===== src/design/ftar_pkg.sv =====
// Shared types and constants of the fat tree aggregate router.
// Used by every module of the block; depends on nothing else.
`default_nettype none

package ftar_pkg;

  localparam int DOWN_PORTS = 4;
  localparam int FILL_BITS  = 8;
  localparam int NODE_BITS  = 16;

  // Port mask before it is cut to the 8-bit output field.
  localparam int MASK_W  = 2 * DOWN_PORTS;
  localparam int SHAMT_W = $clog2(MASK_W);
  localparam int SPAN    = DOWN_PORTS * DOWN_PORTS;
  localparam int DEST_W  = (NODE_BITS < 16) ? NODE_BITS : 16;
  localparam int FIRST_W = $clog2(256 * DOWN_PORTS);
  localparam int CMP_W   = ((DEST_W > FIRST_W) ? DEST_W : FIRST_W) + 1;
  localparam int IDX_W   = (DOWN_PORTS > 1) ? $clog2(DOWN_PORTS) : 1;
  localparam int FILL_PAD_W = (DOWN_PORTS * FILL_BITS > 32) ? DOWN_PORTS * FILL_BITS : 32;

  // Reciprocal for switch_id / DOWN_PORTS; exact for every 8-bit id.
  localparam int RECIP_SH = 16;
  localparam int RECIP    = ((1 << RECIP_SH) + DOWN_PORTS - 1) / DOWN_PORTS;
  localparam int RECIP_W  = RECIP_SH + 1;

  localparam int QUEUE_DEPTH = 2;
  localparam int QPTR_W      = (QUEUE_DEPTH > 1) ? $clog2(QUEUE_DEPTH) : 1;
  localparam int QCNT_W      = $clog2(QUEUE_DEPTH + 1);

  typedef enum logic [2:0] {
    MK_UNICAST = 3'd0,
    MK_BCAST   = 3'd1,
    MK_BAR_REQ = 3'd2,
    MK_BAR_REL = 3'd3,
    MK_OTHER   = 3'd4
  } msg_kind_t;

  typedef enum logic [1:0] {
    FK_UNICAST = 2'd0,
    FK_BCAST   = 2'd1,
    FK_BAR_REQ = 2'd2,
    FK_BAR_REL = 2'd3
  } fwd_kind_t;

  typedef enum logic [1:0] {
    ST_OK            = 2'd0,
    ST_REQ_FROM_UP   = 2'd1,
    ST_REL_FROM_DOWN = 2'd2,
    ST_UNKNOWN       = 2'd3
  } status_t;

  typedef struct packed {
    logic [7:0]            mask;
    fwd_kind_t             kind;
    logic [15:0]           dest;
    logic [31:0]           payload;
    status_t               status;
    logic                  is_rel;
    logic [DOWN_PORTS-1:0] rel_bit;
  } qent_t;

  localparam logic [MASK_W-1:0] ALL_UP_MASK   = MASK_W'((1 << DOWN_PORTS) - 1);
  localparam logic [MASK_W-1:0] ALL_DOWN_MASK = ~ALL_UP_MASK;

endpackage

`default_nettype wire


===== src/design/fat_tree_aggregate_router_unit.sv =====
// Top level of the fat tree aggregate router: front end, entry queue, back end.
// Depends on ftar_pkg, ftar_front, ftar_queue and ftar_back.
//
//   channel  handshake              payload
//   in       in_valid / in_stall    msg_kind, source_port, dest_node, payload, fill
//   out      out_valid / out_stall  port_mask, kind, dest, payload, status
//   cfg      cfg_valid / cfg_ready  cfg_data (switch id)
//
// One message per cycle sustained while out_stall is low. A message is classified
// and written into the queue when it is taken, and from the queue head it loads
// the back end output register once that register is empty or being read.
// The two-entry queue lets the input keep moving while an output is stalled;
// in_stall rises only when the queue is full. Synchronous active-low reset
// clears the queue, the output valid, the group base and the release flags.
`default_nettype none

module fat_tree_aggregate_router_unit
  import ftar_pkg::*;
(
  input  wire logic        clk,
  input  wire logic        rst_n,
  input  wire logic        cfg_valid,
  output logic             cfg_ready,
  input  wire logic [7:0]  cfg_data,
  input  wire logic        in_valid,
  output logic             in_stall,
  input  wire logic [2:0]  in_msg_kind,
  input  wire logic [2:0]  in_source_port,
  input  wire logic [15:0] in_dest_node,
  input  wire logic [31:0] in_payload,
  input  wire logic [31:0] in_up_fill_levels,
  output logic             out_valid,
  input  wire logic        out_stall,
  output logic [7:0]       out_port_mask,
  output logic [1:0]       out_kind,
  output logic [15:0]      out_dest,
  output logic [31:0]      out_payload,
  output logic [1:0]       out_status
);

  qent_t front_ent;
  qent_t q_head;
  logic  q_full, q_valid, q_pop, push;

  assign cfg_ready = 1'b1;
  assign in_stall  = q_full;
  assign push      = in_valid && !q_full;

  ftar_front u_front (
    .clk            (clk),
    .rst_n          (rst_n),
    .cfg_we         (cfg_valid),
    .cfg_data       (cfg_data),
    .msg_kind       (in_msg_kind),
    .source_port    (in_source_port),
    .dest_node      (in_dest_node),
    .payload        (in_payload),
    .up_fill_levels (in_up_fill_levels),
    .ent            (front_ent)
  );

  ftar_queue u_queue (
    .clk       (clk),
    .rst_n     (rst_n),
    .push      (push),
    .push_ent  (front_ent),
    .pop       (q_pop),
    .full      (q_full),
    .not_empty (q_valid),
    .head      (q_head)
  );

  ftar_back u_back (
    .clk         (clk),
    .rst_n       (rst_n),
    .q_valid     (q_valid),
    .q_head      (q_head),
    .q_pop       (q_pop),
    .out_valid   (out_valid),
    .out_stall   (out_stall),
    .port_mask   (out_port_mask),
    .out_kind    (out_kind),
    .out_dest    (out_dest),
    .out_payload (out_payload),
    .status      (out_status)
  );

endmodule

`default_nettype wire


===== src/design/ftar_front.sv =====
// Front end: holds the switch group base and classifies each arriving message
// into a queue entry (mask, forwarded fields, status). Depends on ftar_pkg.
`default_nettype none

module ftar_front
  import ftar_pkg::*;
(
  input  wire logic        clk,
  input  wire logic        rst_n,
  input  wire logic        cfg_we,
  input  wire logic [7:0]  cfg_data,
  input  wire logic [2:0]  msg_kind,
  input  wire logic [2:0]  source_port,
  input  wire logic [15:0] dest_node,
  input  wire logic [31:0] payload,
  input  wire logic [31:0] up_fill_levels,
  output qent_t            ent
);

  logic [FIRST_W-1:0] first_r;
  logic [FIRST_W-1:0] first_nxt;
  logic [8+RECIP_W-1:0] prod;
  logic [7:0]           grp;

  // Group base is registered whenever the id is written.
  always_comb begin
    prod      = {{RECIP_W{1'b0}}, cfg_data} * (8 + RECIP_W)'(RECIP);
    grp       = 8'(prod >> RECIP_SH);
    first_nxt = FIRST_W'(grp * FIRST_W'(SPAN));
  end

  always_ff @(posedge clk) begin
    if (!rst_n) begin
      first_r <= '0;
    end else if (cfg_we) begin
      first_r <= first_nxt;
    end
  end

  logic [DEST_W-1:0]     dest_m;
  logic [CMP_W-1:0]      d_ext, f_ext, diff;
  logic                  in_grp;
  logic [SHAMT_W-1:0]    down_k;
  logic [FILL_PAD_W-1:0] fills;
  logic [FILL_BITS-1:0]  best_fill, cur_fill;
  logic [IDX_W-1:0]      best;
  logic                  from_up;
  logic [MASK_W-1:0]     m;

  always_comb begin
    dest_m = dest_node[DEST_W-1:0];
    d_ext  = CMP_W'(dest_m);
    f_ext  = CMP_W'(first_r);
    diff   = d_ext - f_ext;
    in_grp = (d_ext >= f_ext) && (diff < CMP_W'(SPAN));
    down_k = '0;
    for (int j = 1; j < DOWN_PORTS; j++) begin
      down_k = down_k + SHAMT_W'(diff >= CMP_W'(j * DOWN_PORTS));
    end
  end

  // Least-filled up port; a strict compare keeps the lowest index on ties.
  always_comb begin
    fills     = FILL_PAD_W'(up_fill_levels);
    best      = '0;
    best_fill = fills[FILL_BITS-1:0];
    for (int i = 1; i < DOWN_PORTS; i++) begin
      cur_fill = fills[i*FILL_BITS +: FILL_BITS];
      if (cur_fill < best_fill) begin
        best      = IDX_W'(i);
        best_fill = cur_fill;
      end
    end
  end

  always_comb begin
    from_up     = (4'(source_port) < 4'(DOWN_PORTS));
    m           = '0;
    ent.mask    = '0;
    ent.kind    = FK_UNICAST;
    ent.dest    = '0;
    ent.payload = '0;
    ent.status  = ST_OK;
    ent.is_rel  = 1'b0;
    ent.rel_bit = '0;
    unique case (msg_kind_t'(msg_kind))
      MK_UNICAST: begin
        if (in_grp) begin
          m = MASK_W'(1) << (SHAMT_W'(DOWN_PORTS) + down_k);
        end else begin
          m = MASK_W'(1) << best;
        end
        ent.kind    = FK_UNICAST;
        ent.dest    = 16'(dest_m);
        ent.payload = payload;
      end
      MK_BCAST: begin
        m = ALL_DOWN_MASK;
        if (!from_up) begin
          if (5'(source_port) < 5'(MASK_W)) begin
            m[SHAMT_W'(source_port)] = 1'b0;
          end
          m = m | (MASK_W'(1) << best);
        end
        ent.kind    = FK_BCAST;
        ent.dest    = 16'(dest_m);
        ent.payload = payload;
      end
      MK_BAR_REQ: begin
        if (from_up) begin
          ent.status = ST_REQ_FROM_UP;
        end else begin
          m           = ALL_UP_MASK;
          ent.kind    = FK_BAR_REQ;
          ent.dest    = 16'(dest_m);
          ent.payload = payload;
        end
      end
      MK_BAR_REL: begin
        if (!from_up) begin
          ent.status = ST_REL_FROM_DOWN;
        end else begin
          ent.kind    = FK_BAR_REL;
          ent.is_rel  = 1'b1;
          ent.rel_bit = DOWN_PORTS'(1) << source_port;
        end
      end
      default: begin
        ent.status = ST_UNKNOWN;
      end
    endcase
    ent.mask = 8'(m);
  end

endmodule

`default_nettype wire


===== src/design/ftar_queue.sv =====
// Short queue of classified entries between the front and the back end.
// Depends on ftar_pkg for the entry type and depth.
`default_nettype none

module ftar_queue
  import ftar_pkg::*;
(
  input  wire logic  clk,
  input  wire logic  rst_n,
  input  wire logic  push,
  input  wire qent_t push_ent,
  input  wire logic  pop,
  output logic       full,
  output logic       not_empty,
  output qent_t      head
);

  qent_t             mem_r [QUEUE_DEPTH];
  logic [QPTR_W-1:0] wptr_r, wptr_nxt;
  logic [QPTR_W-1:0] rptr_r, rptr_nxt;
  logic [QCNT_W-1:0] cnt_r, cnt_nxt;

  assign full      = (cnt_r == QCNT_W'(QUEUE_DEPTH));
  assign not_empty = (cnt_r != '0);
  assign head      = mem_r[rptr_r];

  always_comb begin
    wptr_nxt = wptr_r;
    rptr_nxt = rptr_r;
    cnt_nxt  = cnt_r;
    if (push) begin
      wptr_nxt = (wptr_r == QPTR_W'(QUEUE_DEPTH - 1)) ? '0 : wptr_r + 1'b1;
    end
    if (pop) begin
      rptr_nxt = (rptr_r == QPTR_W'(QUEUE_DEPTH - 1)) ? '0 : rptr_r + 1'b1;
    end
    if (push && !pop) begin
      cnt_nxt = cnt_r + 1'b1;
    end else if (pop && !push) begin
      cnt_nxt = cnt_r - 1'b1;
    end
  end

  always_ff @(posedge clk) begin
    if (!rst_n) begin
      wptr_r <= '0;
      rptr_r <= '0;
      cnt_r  <= '0;
    end else begin
      wptr_r <= wptr_nxt;
      rptr_r <= rptr_nxt;
      cnt_r  <= cnt_nxt;
    end
  end

  always_ff @(posedge clk) begin
    if (push) begin
      mem_r[wptr_r] <= push_ent;
    end
  end

endmodule

`default_nettype wire


===== src/design/ftar_back.sv =====
// Back end: applies barrier release collection and drives the output register.
// Depends on ftar_pkg for the entry type and port masks.
`default_nettype none

module ftar_back
  import ftar_pkg::*;
(
  input  wire logic         clk,
  input  wire logic         rst_n,
  input  wire logic         q_valid,
  input  wire qent_t        q_head,
  output logic              q_pop,
  output logic              out_valid,
  input  wire logic         out_stall,
  output logic [7:0]        port_mask,
  output logic [1:0]        out_kind,
  output logic [15:0]       out_dest,
  output logic [31:0]       out_payload,
  output logic [1:0]        status
);

  logic [DOWN_PORTS-1:0] seen_r, seen_nxt, seen_or;
  logic                  valid_r, valid_nxt;
  logic [7:0]            mask_r, mask_nxt;
  fwd_kind_t             kind_r;
  logic [15:0]           dest_r;
  logic [31:0]           pay_r;
  status_t               status_r;

  assign q_pop = q_valid && (!valid_r || !out_stall);

  always_comb begin
    seen_or   = seen_r | q_head.rel_bit;
    seen_nxt  = seen_r;
    mask_nxt  = q_head.mask;
    valid_nxt = valid_r && out_stall;
    if (q_pop) begin
      valid_nxt = 1'b1;
      if (q_head.is_rel) begin
        // The last missing release fans out to every down port.
        if (&seen_or) begin
          mask_nxt = 8'(ALL_DOWN_MASK);
          seen_nxt = '0;
        end else begin
          seen_nxt = seen_or;
        end
      end
    end
  end

  always_ff @(posedge clk) begin
    if (!rst_n) begin
      seen_r  <= '0;
      valid_r <= 1'b0;
    end else begin
      seen_r  <= seen_nxt;
      valid_r <= valid_nxt;
    end
  end

  always_ff @(posedge clk) begin
    if (q_pop) begin
      mask_r   <= mask_nxt;
      kind_r   <= q_head.kind;
      dest_r   <= q_head.dest;
      pay_r    <= q_head.payload;
      status_r <= q_head.status;
    end
  end

  assign out_valid   = valid_r;
  assign port_mask   = mask_r;
  assign out_kind    = kind_r;
  assign out_dest    = dest_r;
  assign out_payload = pay_r;
  assign status      = status_r;

endmodule

`default_nettype wire

===== config.mk =====
export PLATFORM = sky130hd
export DESIGN_NAME = fat_tree_aggregate_router_unit
export DESIGN_NICKNAME = d
export VERILOG_FILES = /design/src/design/ftar_pkg.sv /design/src/design/fat_tree_aggregate_router_unit.sv /design/src/design/ftar_front.sv /design/src/design/ftar_queue.sv /design/src/design/ftar_back.sv
export SDC_FILE = /design/constraint.sdc
export NUM_CORES = 1
export LEC_CHECK = 0
export ABC_CLOCK_PERIOD_IN_PS = 6300
export BUFFER_PORTS_ARGS = -buffer_cell sky130_fd_sc_hd__buf_2
export CAP_MARGIN = 20
export CORE_MARGIN = 5
export CORE_UTILIZATION = 55
export DETAILED_ROUTE_END_ITERATION = 10
export PLACE_DENSITY = 0.79
export SYNTH_ARGS = -nofsm -noshare
export SYNTH_HDL_FRONTEND = slang
export SYNTH_SLANG_ARGS = --single-unit

===== constraint.sdc =====
create_clock -name clk -period 6.3 [get_ports clk]
set_clock_uncertainty 0.1 [all_clocks]
set_input_delay 0.945 -clock clk [delete_from_list [all_inputs] [get_ports clk]]
set_output_delay 0.945 -clock clk [all_outputs]
set_load 0.03 [all_outputs]

## Yosys cells after proc, flatten, opt, wreduce, memory -nomap -nowiden

Memories as Yosys holds them, arrays and structs flattened. A register that Yosys moved wholly into a read port is not among the register bits.
Index checks and enable logic that the tools add are counted.

| word-level totals | value |
|---|---|
| bits in registers | 75 |
| bits in writable memories | 130 |
| bits of input ports | 99 |
| output and inout bits | 63 |
| word-level logic and storage cells | 94 |
| memories kept | 1 |

Memory list:

| name | words | width | rd ports | clocked after memory_dff | write ports | RTL line | source |
|---|---|---|---|---|---|---|---|
| u_queue.mem_r | 2 | 65 | 1 | 1 | 1 | ftar_queue.sv:18 | `qent_t mem_r [QUEUE_DEPTH];` |

| cells by class | value |
|---|---|
| add/subtract/negate cells | 8 |
| $lt $le $gt $ge | 11 |
| eq/ne operators | 4 |
| shift operators | 3 |
| mux-type cells | 34 |
| bitwise gates (word level) | 3 |
| reduce and logical (&&, ||, !) cells | 19 |

Operators with widths:

| operator | number |
|---|---|
| $pmux W48 S2 | 1 |
| $mux W8 | 8 |
| $mux W50 | 1 |
| $ge A17 B4 Y1 const B | 2 |
| $lt A8 B8 Y1 | 3 |
| $pmux W8 S3 | 1 |
| $ge A17 B3 Y1 const B | 1 |
| $lt A17 B5 Y1 const B | 1 |
| $sub A16 B10 Y17 | 1 |
| $ge A16 B10 Y1 | 1 |
| $mux W2 | 6 |
| $pmux W2 S3 | 2 |
| $mux W1 | 10 |
| $mux W5 | 2 |
| $mux W4 | 2 |
| $or A8 B8 Y8 | 1 |
| $shl A1 B2 Y8 const A | 1 |
| $shl A1 B3 Y8 const A | 1 |
| $logic_and A1 B1 Y1 | 7 |
| $eq A3 B2 Y1 const B | 2 |
| $logic_not A1 Y1 | 5 |
| $lt A3 B4 Y1 const B | 1 |
| $not A4 Y4 | 1 |
| $or A4 B4 Y4 | 1 |
| 18 further kinds | 20 |

## Depth between registers and ports, before layout

Gate-level depths: netlist (run 1).

| logic depth | value |
|---|---|
| depth in word-level cells | 10 |
| depth in mapped cells | 23 |
| gate-level depth less buffers | 21 |

## By module

A second synthesis (run 1) with hierarchy kept.

| unflattened totals | value |
|---|---|
| cell total of the unflattened synthesis | 598 |
| area, all modules | 9011.1 µm² |

By module, submodules not included:

| module | instances | cells an instance | area each (µm²) | seq. area each (µm²) |
|---|---|---|---|---|
| ftar_queue | 1 | 224 | 4926.0 | 4003.8 |
| ftar_back | 1 | 90 | 2090.8 | 1901.8 |
| ftar_front | 1 | 281 | 1969.4 | 120.1 |
| fat_tree_aggregate_router_unit | 1 | 3 | 25.0 | 0.0 |

## Worst setup path before layout (run 1)

OpenSTA, ideal clock, no wires.

| timing | value |
|---|---|
| kind | input -> register |
| from | input port out_stall |
| to | register u_queue.cnt_r[1] |
| setup time | 0.076 ns |
| arrival | 5.005 ns |
| data required time | 6.124 ns |
| path slack | 1.119 ns |
| cell stages on the path | 6 |
| path buffers | 0 |
| path through | a21oi_1 inv_1 ha_1 xor2_1 or3_1 a21boi_0 |

| on the way | value |
|---|---|
| longest elaborated chain between the ends | 6 |
| elaborated cells on any way between the ends | 8 |
| classes of those cells | mux (1); reduce/logical (7) |

Ends and longest elaborated chain:

| element | RTL line | source |
|---|---|---|
| start: declaration | fat_tree_aggregate_router_unit.sv:33 | `input wire logic out_stall,` |
| $logic_not A1 Y1 * | ftar_back.sv:30 | `assign q_pop = q_valid && (!valid_r \|\| !out_stall);` |
| $logic_or A1 B1 Y1 * | ftar_back.sv:30 |  |
| $logic_and A1 B1 Y1 * | ftar_back.sv:30 |  |
| $logic_not A1 Y1 | ftar_queue.sv:37 | `if (push && !pop) begin` |
| $logic_and A1 B1 Y1 | ftar_queue.sv:37 |  |
| $mux W2 / $reduce_bool A2 Y1 (equally long branches) | -- |  |
| end signal: assignment | ftar_queue.sv:52 | `cnt_r <= cnt_nxt;` |
| end: declaration | ftar_queue.sv:21 | `logic [QCNT_W-1:0] cnt_r, cnt_nxt;` |

Mark *: on every way between the ends. The rest lies on a longest branch, timed or not.
A chain may end at the register's enable or synchronous reset.

==> results of run 1 <==
-- registers in the layout, indices dropped and copies added, names as in the netlist, named ones only --
signal	cells
u_back.out_valid	1
u_queue.rptr_r	1
u_queue.cnt_r	2
u_queue.mem_r	130
u_back.seen_r	4
u_front.first_r	6
u_back.out_dest	16
u_back.out_payload	32
u_back.status	2
u_queue.wptr_r	1
u_back.out_kind	2
u_back.port_mask	8
-- layout make-up --
class / instances / share of cell area [%]
multi-input combinational: 343 / 25.6
clock inverter: 10 / 0.876
inverter: 30 / 1.07
timing repair buffer: 161 / 7.70
sequential: 206 / 57.1
tap: 216 / 2.56
clock buffer: 27 / 5.19
-- worst max-delay path: stages --
cell and delay [ps]:
buf_2 90, inv_1 40, ha_1 270, a2111oi_0 820
o31ai_2 380, mux2i_1 340, ha_1 300, a211oi_1 250
nor2_1 100, nor4_1 390, a21oi_2 270, nand2_1 130
o21ai_0 100, ha_1 330, a21o_1 110, a21oi_1 60
o21ai_0 260, nor2_1 70, a21oi_1 160, o2111ai_1 140
o21ai_0 290
-- cells in the mapped netlist, types with 5 or more instances --
master    count
ha_1         31
nand3_1       5
mux2_2       54
o21a_1        5
a21oi_1      18
nor2_1       22
o21ai_0      19
nand4_1       7
nand2_1      16
clkbuf_1     15
inv_1        30
mux2i_1      19
nand2b_1      7
a211o_1       6
dfxtp_1      16
and2_1        5
nor3_1        7
a211oi_1      6
buf_1         5
edfxtp_1    190
nor2b_1      66
-- kinds of logic (layout without fill, tap and decap cells) --
group | after synthesis | in the layout | share of synthesized area [%]
flip-flops | 206 | 206 | 67.7
AO/OA/AOI/OAI | 80 | 80 | 6.17
XOR/XNOR | 5 | 5 | 0.492
adder cells (fa/ha/maj) | 33 | 33 | 4.81
other | 1 | 1 | 0.0421
multiplexers | 73 | 73 | 8.97
buffers and inverters | 52 | 228 | 2.25
AND/OR/NAND/NOR | 151 | 151 | 9.56
-- path summary, 6_finish.rpt --
check                                                     start                        endpoint  cells after the start
worst min register to register    u_back.seen_r[1]$_SDFFE_PN0P_   u_back.seen_r[1]$_SDFFE_PN0P_                      2
worst max-delay path                       in_up_fill_levels[1]  u_queue.mem_r[0][57]$_DFFE_PP_                     21
worst max register to register  u_front.first_r[4]$_SDFFE_PN0P_  u_queue.mem_r[0][62]$_DFFE_PP_                     13
worst min-delay path              u_back.seen_r[1]$_SDFFE_PN0P_   u_back.seen_r[1]$_SDFFE_PN0P_                      2
-- power groups by stage --
stage          clock [mW]  sequential [mW]  combinational [mW]
6_report             1.16             2.09                1.20
5_1_grt              1.25             2.13                1.28
4_1_cts              1.19             2.10                1.21
3_5_place_dp            0             2.12                1.20
3_3_place_gp            0             2.11                1.17
2_1_floorplan           0             2.46               0.491
-- metal layers --
layer,up-vias,GRT usage [%],part of all wire (%)
met5,-,0,0
met4,0,5.76,2.2
met3,26,2.70,6.6
met2,182,33.4,52
met1,2652,22.9,39
li1,2580,-,-
-- per-stage QoR --
step                      instance area, µm²  cells  hold WS (ps)  power [mW]
after global routing                   10600    993           456        4.65
after CTS                              10600    993           426        4.49
after global placement                  9930    956           391        3.28
final                                  10600    993           427        4.45
after detailed placement                9930    956           421        3.32
after floorplan                         8900    601           378        2.95
==> results.md, run 1 <==
- Starting Density: around 56%
- Initial DRC count: between 200 and 300
- H-tree depth: 1
- CP Data Arrival Time: around 5900 ps
- Port bufs: approximately 160
- Post-synth EDFFs: between 150 and 200
- Switching power: roughly 1.4 mW
- Maximum operating frequency: approximately 180 MHz
- Synth Instances: 601
- TritonCTS buffer count: 21
- Clk_lat worst skew: between 400 and 500 ps
- DR WL/cell: around 18 µm
- Die area: approximately 0.019 mm²
- Syn_nets: between 700 and 800
- Area contributors post-synth: edfxtp_1 64%, mux2_2 6.8%, nor2b_1 4.6%
- Post-Syn Area: 0.00890 mm²
- Area grow syn2layout: 18.7%
- Post-DP HPWL: 11.6 mm
- Syn Area/Cell: 14.8 µm²
- Gr usage total: approximately 18%
- Int Pwr: 3.02 mW
- Pre-antenna DRT Iters: 5
- Minimum clock period: between 5000 and 6000 ps
- Commonest non-fill, non-tap cell in the layout: edfxtp_1
- Num rows: 46
- Setup repair bufs after CTS: 0
- Clock slew at reported path FFs: about 60 ps
- Final net count: a little under 900
- Vias post-DR: around 5,400
- Sequential area share after synthesis: 67.7%
- VDD IR-drop max: 239 µV
- Chip width: roughly 140 µm
- Core Util, Final: about two thirds
- Max Fanout on Critical Path: 16
- CTS tree: yes
- Fraction of layout cells with a size suffix above 1: 32.8%
- DR vias/cell: approximately 5.5
- Status: finished, final reports clean
- RePlAce Congestion: ~0.9
- Die Y: 137 µm
- Largest area contributor in the netlist: edfxtp_1
- ANT cells: 0
- Sink Count: 206
- Setup WS pre-CTS: approximately 270 ps
- Setup-failing EPs final: 0
- Worst min-delay path class: reg -> reg
- Critical Path Start Type: primary input
- RSZ-0062 raised after global routing: false
- YS warnings: 0
- Final worst slack: about 630 ps
- Setup Crit Path Kind: in -> reg
- Pin count of the biggest net entering global routing: 74
- Post-cts resize count: 0
- Multi-input combinational cell area: between 0.002 and 0.003 mm²
- Max-cap violation count: 0
- Most frequent cells in the layout: 190 x edfxtp_1, 158 x buf_2, 66 x nor2b_1, 54 x mux2_2, 31 x ha_1
- Slew Limit Fails: 0
- Core area: around 0.016 mm²
- Crit end category: flop
- Drt drc: 0
- Initial antenna violation count: 0
- Reg2reg setup slack: 1790 ps
- Synthesized flop and latch total: just over 200
- Synth top area share: 64.1%
- Pwr Density: 421 mW/mm²
- Filler cells: roughly 1,100
- Tcrit/Tclk final: about nine tenths
- Number of global-route vias before repair: between 5,000 and 6,000
- Net Sw Frac: between 30% and 40%
- Logic pwr share: 26.9%
- Grt total ovfl: 0
- Routed Wire Length: about 18 mm
- Primary FF master, synth: edfxtp_1
- CTS root buffer: clkbuf_16
- Required @ worst endpoint: 6480 ps
- Seq pwr share: a little under half
- Synth async-reset ratio: 0%
- Io pins: roughly 160
- Netlist cell types: between 40 and 50
- First-pass GRT wire length: approximately 27 mm
- Tightest Pin Transition: 1040 ps
- Leak: 4.13 nW
- Setup_tns: 0 ps
- Routed Antenna Nets: 0
- Clock power share: about a quarter
- Max Root-Sink Buffers: 3
- Register area: ~0.006 mm²
- Final hold vios: 0
- Slew headroom: approximately 30%
- Hold Buf Count CTS: 0
Note: power is estimated with default switching activity, not from simulation.
==> run 2: changes to the inputs <==
--- a/config.mk
+++ b/config.mk
@@ -8,6 +8,7 @@
 export ABC_CLOCK_PERIOD_IN_PS = 6300
 export BUFFER_PORTS_ARGS = -buffer_cell sky130_fd_sc_hd__buf_2
 export CAP_MARGIN = 20
+export CORE_ASPECT_RATIO = 0.9
 export CORE_MARGIN = 5
 export CORE_UTILIZATION = 55
 export DETAILED_ROUTE_END_ITERATION = 10
==> run 2 against run 1 <==
  * Register-to-register slack worse by 120 ps
  * Sequential power about the same
  * Global-route usage fell by 0.20 points
  * Non-clock buffer count unchanged
  * First-iteration DRC count grew 0.33%
==> results.md, run 2 (synthesized netlist as in run 1, its figures left out) <==
- CTS root buffer: clkbuf_16
- Fraction of layout cells with a size suffix above 1: 33.8% (+0.99 points)
- CTS tree: yes
- Io pins: 162 (unchanged)
- Worst min-delay path class: reg -> reg
- Starting Density: 55.6% (-0.47 points)
- Hold EP: u_back.out_valid$_SDFF_PN0_
- Die area: 0.0188 mm² (about the same)
- Crit end category: flop
- Tightest Pin Transition: 1030 ps (-12.0 ps)
- Number of global-route vias before repair: 5,622 (+1.1%)
- Setup_tns: 0 ps (unchanged)
- Chip width: 144 µm (+5.0%)
- Core area: 0.0160 mm² (+0.85%)
- Drt drc: 0 (unchanged)
- Initial DRC count: 300 (+0.33%)
- Maximum operating frequency: 182 MHz (+3.3%)
- Gr usage total: 18.3% (-0.20 points)
- Setup Crit Path Kind: in -> reg
- RePlAce Congestion: 0.902 (+0.35%)
- Hold Buf Count CTS: 0 (unchanged)
- DR vias/cell: 5.56 (+1.4%)
- Pwr Density: 431 mW/mm² (+2.4%)
- Reg2reg end: u_queue.mem_r[0][62]$_DFFE_PP_
- Required @ worst endpoint: 6490 ps (about the same)
- DR WL/cell: 17.9 µm (+1.4%)
- Area grow syn2layout: 19.9%
- Reg2reg setup slack: 1670 ps (-120 ps)
- Leak: 4.18 nW (+1.4%)
- Max FFs per register: 130 (unchanged)
- Commonest non-fill, non-tap cell in the layout: edfxtp_1
- Most frequent cells in the layout: 190 x edfxtp_1, 158 x buf_2, 66 x nor2b_1, 54 x mux2_2, 31 x ha_1
- Port bufs: 158 (unchanged)
- Status: finished, final reports clean
- TritonCTS buffer count: 22 (+4.8%)
- First-pass GRT wire length: 27.4 mm (-0.15%)
- Reg2reg start: u_front.first_r[4]$_SDFFE_PN0P_
- Clk_lat worst skew: 480 ps (about the same)
- Grt total ovfl: 0 (unchanged)
- Setup repair bufs after CTS: 0 (unchanged)
- Critical path startpoint: in_up_fill_levels[5]
- Setup-failing EPs final: 0 (unchanged)
- Pin count of the biggest net entering global routing: 74 (unchanged)
- Num rows: 44 (-4.3%)
- Post-cts resize count: 0 (unchanged)
- Final hold vios: 0 (unchanged)
- H-tree depth: 1 (unchanged)
- Setup WS pre-CTS: 310 ps (+38.3 ps)
- Hold Crit Start: u_back.out_valid$_SDFF_PN0_
- Routed Antenna Nets: 0 (unchanged)
- Final worst slack: 809 ps (+179 ps)
- Pre-antenna DRT Iters: 6 (+1)
- Max Root-Sink Buffers: 3 (unchanged)
- Critical Path Start Type: primary input
- Vias post-DR: 5,478 (+0.70%)
- Cell depth of the worst flop-to-flop path: 13 (unchanged)
- Filler cells: 1,151 (+0.61%)
- Minimum clock period: 5490 ps (-179 ps)
- Initial antenna violation count: 0 (unchanged)
- Post-DP HPWL: 11.9 mm (+2.9%)
- Slew headroom: 31.2% (+1.2 points)
- Tcrit/Tclk final: 87.2% (-2.8 points)
- CP Data Arrival Time: 5690 ps (-160 ps)
- Max-cap violation count: 0 (unchanged)
- Final net count: 896 (+0.11%)
- Largest Register: u_queue.mem_r
- Sink Count: 206 (unchanged)
- Routed Wire Length: 17.6 mm (+0.68%)
- Max Fanout on Critical Path: 16 (unchanged)
- VDD IR-drop max: 496 µV (+110%)
- Die Y: 131 µm (-4.8%)
- RSZ-0062 raised after global routing: false
- Slew Limit Fails: 0 (unchanged)
- Clock slew at reported path FFs: 60 ps (about the same)
- WHS Path Cells: 2 (unchanged)
- Hold WS: 426 ps (-0.873 ps)
-- run 2: cell type report --
cell class	instances	area (µm²)	area share [%]
clock inverter	13	171	1.61
sequential	206	6030	56.5
inverter	30	113	1.06
clock buffer	25	583	5.46
timing repair buffer	161	813	7.62
tap	207	259	2.43
antenna	1	2.50	0.0234
multi-input combinational	343	2700	25.3
-- run 2: critical path, stage by stage --
cell and delay, ps:
buf_2 100, inv_1 50, ha_1 290, nand4_1 100, o31ai_2 840, mux2i_1 350
ha_1 300, a211oi_1 280, nor2_1 110, nor4_1 410, a21oi_2 270, nand2_1 130
o21ai_0 100, ha_1 330, nand4_1 150, o21ai_0 300, nor2_1 80, a21oi_1 160
o2111ai_1 130, o21ai_0 270
-- run 2: stage by stage --
step           utilization, %  area [µm²]  power (mW)  std cells
2_1_floorplan               -        8900        2.95        601
3_3_place_gp             61.9        9910        3.28        947
3_5_place_dp             61.9        9910        3.33        947
4_1_cts                  66.6       10700        4.65        985
5_1_grt                  66.6       10700        4.81        985
6_report                 66.6       10700        4.60        986
-- run 2: report_power, final --
group | total [mW] | internal (mW) | switching [mW]
sequential | 2.09 | 1.94 | 0.150
combinational | 1.20 | 0.388 | 0.811
clock | 1.32 | 0.828 | 0.489
total | 4.60 | 3.15 | 1.45
-- run 2: routing by layer --
| layer | vias to the layer above | wire, µm | global-route usage (%) |
|---|---|---|---|
| li1 | 2576 | - | - |
| met1 | 2660 | 7180 | 23.2 |
| met2 | 210 | 8570 | 31.8 |
| met3 | 32 | 1510 | 4.08 |
| met4 | 0 | 386 | 5.20 |
| met5 | - | 0 | 0 |
-- run 2: worst max path at each step --
| stage | slack [ps] | to | cells past startpoint |
|---|---|---|---|
| floorplan | 1120 | u_queue.cnt_r[1]$_SDFFE_PN0P_ | 6 |
| global route | 440 | u_queue.mem_r[0][57]$_DFFE_PP_ | 20 |
| finish | 810 | u_queue.mem_r[1][58]$_DFFE_PP_ | 20 |
| CTS | 830 | u_queue.mem_r[1][58]$_DFFE_PP_ | 21 |
| detailed placement | 310 | u_queue.mem_r[1][58]$_DFFE_PP_ | 21 |
| global placement | 590 | u_queue.mem_r[0][58]$_DFFE_PP_ | 21 |
==> run 3: changes to the inputs <==
--- a/config.mk
+++ b/config.mk
@@ -5,6 +5,7 @@
 export SDC_FILE = /design/constraint.sdc
 export NUM_CORES = 1
 export LEC_CHECK = 0
+export ABC_AREA = 1
 export ABC_CLOCK_PERIOD_IN_PS = 6300
 export BUFFER_PORTS_ARGS = -buffer_cell sky130_fd_sc_hd__buf_2
 export CAP_MARGIN = 20
==> run 3 against run 2 <==
  * Sequential power hardly changed
  * Largest cell class unchanged
  * Wire length is 3.1% lower
  * Largest power group unchanged
  * Power is 2.3% higher
  * Area after synthesis is 0.63% higher
  * Maximum frequency is 16% higher
  * Register-to-register slack better by 170 ps
  * Flip-flop and latch count stayed put
  * Clock-buffer cell count is 1 higher
  * Highest routed layer unchanged
  * Die area is 0.59% higher
  * Design area is 0.21% lower
==> results.md, run 3 <==
- WHS Path Cells: 1 (-1)
- Routed Antenna Nets: 0 (unchanged)
- Hold WS: 366 ps (-59.3 ps)
- Pin count of the biggest net entering global routing: 66 (-11%)
- Hold Buf Count CTS: 0 (unchanged)
- Die Y: 131 µm (+0.29%)
- ANT cells: 0 (-1)
- Slew headroom: 49.0% (+18 points)
- Sequential area share after synthesis: 67.3% (-0.43 points)
- Most frequent cells in the layout: 251 x nand2_1, 190 x edfxtp_1, 158 x buf_2, 102 x inv_1, 79 x nor2_1
- TritonCTS buffer count: 22 (unchanged)
- Minimum clock period: 4740 ps (-752 ps)
- Maximum operating frequency: 211 MHz (+16%)
- Final net count: 1,129 (+26%)
- Pwr Density: 442 mW/mm² (+2.5%)
- Number of global-route vias before repair: 5,918 (+5.3%)
- First-pass GRT wire length: 27.7 mm (+1.2%)
- VDD IR-drop max: 321 µV (-35%)
- YS warnings: 0 (unchanged)
- Cell depth of the worst flop-to-flop path: 19 (+6)
- Status: finished, final reports clean
- CTS tree: yes
- RePlAce Congestion: 0.769 (-15%)
- Post-DP HPWL: 11.4 mm (-4.1%)
- Synth async-reset ratio: 0% (unchanged)
- Port bufs: 158 (unchanged)
- Most frequent cell after synthesis: nand2_1
- Post-cts resize count: 0 (unchanged)
- Setup-failing EPs final: 0 (unchanged)
- Largest Register: u_queue.mem_r
- Synth top area share: 63.7% (-0.40 points)
- Critical Path Start Type: primary input
- Chip width: 145 µm (+0.29%)
- Leak: 4.79 nW (+14%)
- Post-Syn Area: 0.00896 mm² (+0.63%)
- Max Fanout on Critical Path: 11 (-5)
- Reg2reg setup slack: 1840 ps (+170 ps)
- Worst min-delay path class: reg -> reg
- Drt drc: 0 (unchanged)
- Initial antenna violation count: 0 (unchanged)
- Commonest non-fill, non-tap cell in the layout: nand2_1
- Clock slew at reported path FFs: 60 ps (about the same)
- CP Data Arrival Time: 4920 ps (-770 ps)
- Die area: 0.0189 mm² (+0.59%)
- Placed Instances: 1,180 (+25%)
- Tcrit/Tclk final: 75.2% (-12 points)
- Reg2reg start: u_front.first_r[4]$_SDFFE_PN0P_
- Vias post-DR: 6,044 (+10%)
- Syn_nets: 966 (+32%)
- CTS root buffer: clkbuf_16
- Sink Count: 206 (unchanged)
- DR vias/cell: 4.96 (-11%)
- Num rows: 44 (unchanged)
- Fraction of layout cells with a size suffix above 1: 21.3% (-12 points)
- Final Non-Filler Cells: 1,219 (+24%)
- Filler cells: 1,241 (+7.8%)
- Netlist cell types: 29 (-41%)
- Grt total ovfl: 0 (unchanged)
- Gr usage total: 18.4% (+0.096 points)
- Crit path to: u_queue.mem_r[0][63]$_DFFE_PP_
- Pre-antenna DRT Iters: 5 (-1)
- Setup WS pre-CTS: 1150 ps (+838 ps)
- Final worst slack: 1560 ps (+752 ps)
- Synth Instances: 834 (+39%)
- Reg2reg end: u_queue.mem_r[0][63]$_DFFE_PP_
- Area grow syn2layout: 18.9%
- Synth cell count leaders: 251 x nand2_1, 190 x edfxtp_1, 104 x inv_1
- Final hold vios: 0 (unchanged)
- Core area: 0.0161 mm² (+0.34%)
- Area contributors post-synth: edfxtp_1 64%, nand2_1 11%, inv_1 4.4%
- Syn Area/Cell: 10.7 µm² (-27%)
- DR WL/cell: 14.0 µm (-22%)
- RSZ-0062 raised after global routing: false
- Critical path startpoint: in_dest_node[4]
- Largest area contributor in the netlist: edfxtp_1
- Crit end category: flop
- Post-synth EDFFs: 190 (unchanged)
- Routed Wire Length: 17.1 mm (-3.1%)
- Primary FF master, synth: edfxtp_1
- Clk_lat worst skew: 480 ps (about the same)
- Synthesized flop and latch total: 206 (unchanged)
- Max-cap violation count: 0 (unchanged)
- Setup repair bufs after CTS: 0 (unchanged)
- Initial DRC count: 325 (+8.3%)
- Setup_tns: 0 ps (unchanged)
- Starting Density: 55.7% (+0.16 points)
- Required @ worst endpoint: 6480 ps (about the same)
- Io pins: 162 (unchanged)
- Max Root-Sink Buffers: 3 (unchanged)
- Max FFs per register: 130 (unchanged)
- H-tree depth: 1 (unchanged)
- Tightest Pin Transition: 757 ps (-275 ps)
- Slew Limit Fails: 0 (unchanged)
- Setup Crit Path Kind: in -> reg
==> run 3: power breakdown <==
group / switching (mW) / total (mW) / internal (mW)
registers: 0.0994 / 2.10 / 2.00
logic: 1.09 / 1.43 / 0.346
clock network: 0.485 / 1.18 / 0.693
==> run 3: cell families after synthesis <==
logic type | synth area share [%]
AO/OA/AOI/OAI | 5.56
XOR/XNOR | 0.489
adder cells (fa/ha/maj) | 4.78
buffers and inverters | 5.49
flip-flops | 67.3
other | 0.0419
AND/OR/NAND/NOR | 16.4
==> run 3: worst min path at each step <==
stage	slack, ps	endpoint	startpoint
floorplan	330	flop	u_queue.rptr_r$_SDFFE_PN0P_
global placement	330	u_queue.rptr_r$_SDFFE_PN0P_	u_queue.rptr_r$_SDFFE_PN0P_
detailed placement	350	flop	u_queue.rptr_r$_SDFFE_PN0P_
CTS	360	flop	u_queue.rptr_r$_SDFFE_PN0P_
global route	400	flop	u_queue.rptr_r$_SDFFE_PN0P_
finish	370	u_queue.rptr_r$_SDFFE_PN0P_	u_queue.rptr_r$_SDFFE_PN0P_
==> run 3: worst max-delay path: stages <==
cell	delay, ps
buf_2	80
inv_1	50
ha_1	230
fa_1	410
nor2_1	120
nor2_1	70
o21ai_1	170
a21oi_2	90
a21oi_1	170
o2111a_1	210
nand4_1	460
nor2_1	390
inv_1	100
nor2_1	200
inv_1	80
ha_1	280
ha_1	200
ha_1	230
inv_1	110
nand4_1	80
o21ai_0	260
==> run 3: metal layers <==
metal  track usage [%]  vias up  routed length [µm]
li1                  -     3083                   -
met1              23.5     2782                7170
met2              32.9      156                8570
met3              3.70       23                1100
met4              3.73        0                 262
met5                 0        -                   0
==> run 3: area by class of cell <==
cell class | instances | area, µm² | share of cell area, %
flip-flops and latches | 206 | 6030 | 56.6
clock inverters | 13 | 58.8 | 0.552
multi-input cells | 499 | 2460 | 23.1
inverters | 104 | 390 | 3.67
repair buffers | 164 | 836 | 7.85
clock buffers | 26 | 617 | 5.79
well taps | 207 | 259 | 2.43
==> run 3: metrics by stage <==
| stage | instance area, µm² | utilization, % | total power, mW |
|---|---|---|---|
| 3_5_place_dp | 9970 | 62.0 | 3.58 |
| 2_1_floorplan | 8960 | - | 3.14 |
| 3_3_place_gp | 9970 | 62.0 | 3.55 |
| 4_1_cts | 10600 | 66.2 | 4.77 |
| 5_1_grt | 10600 | 66.2 | 4.99 |
| 6_report | 10600 | 66.2 | 4.71 |
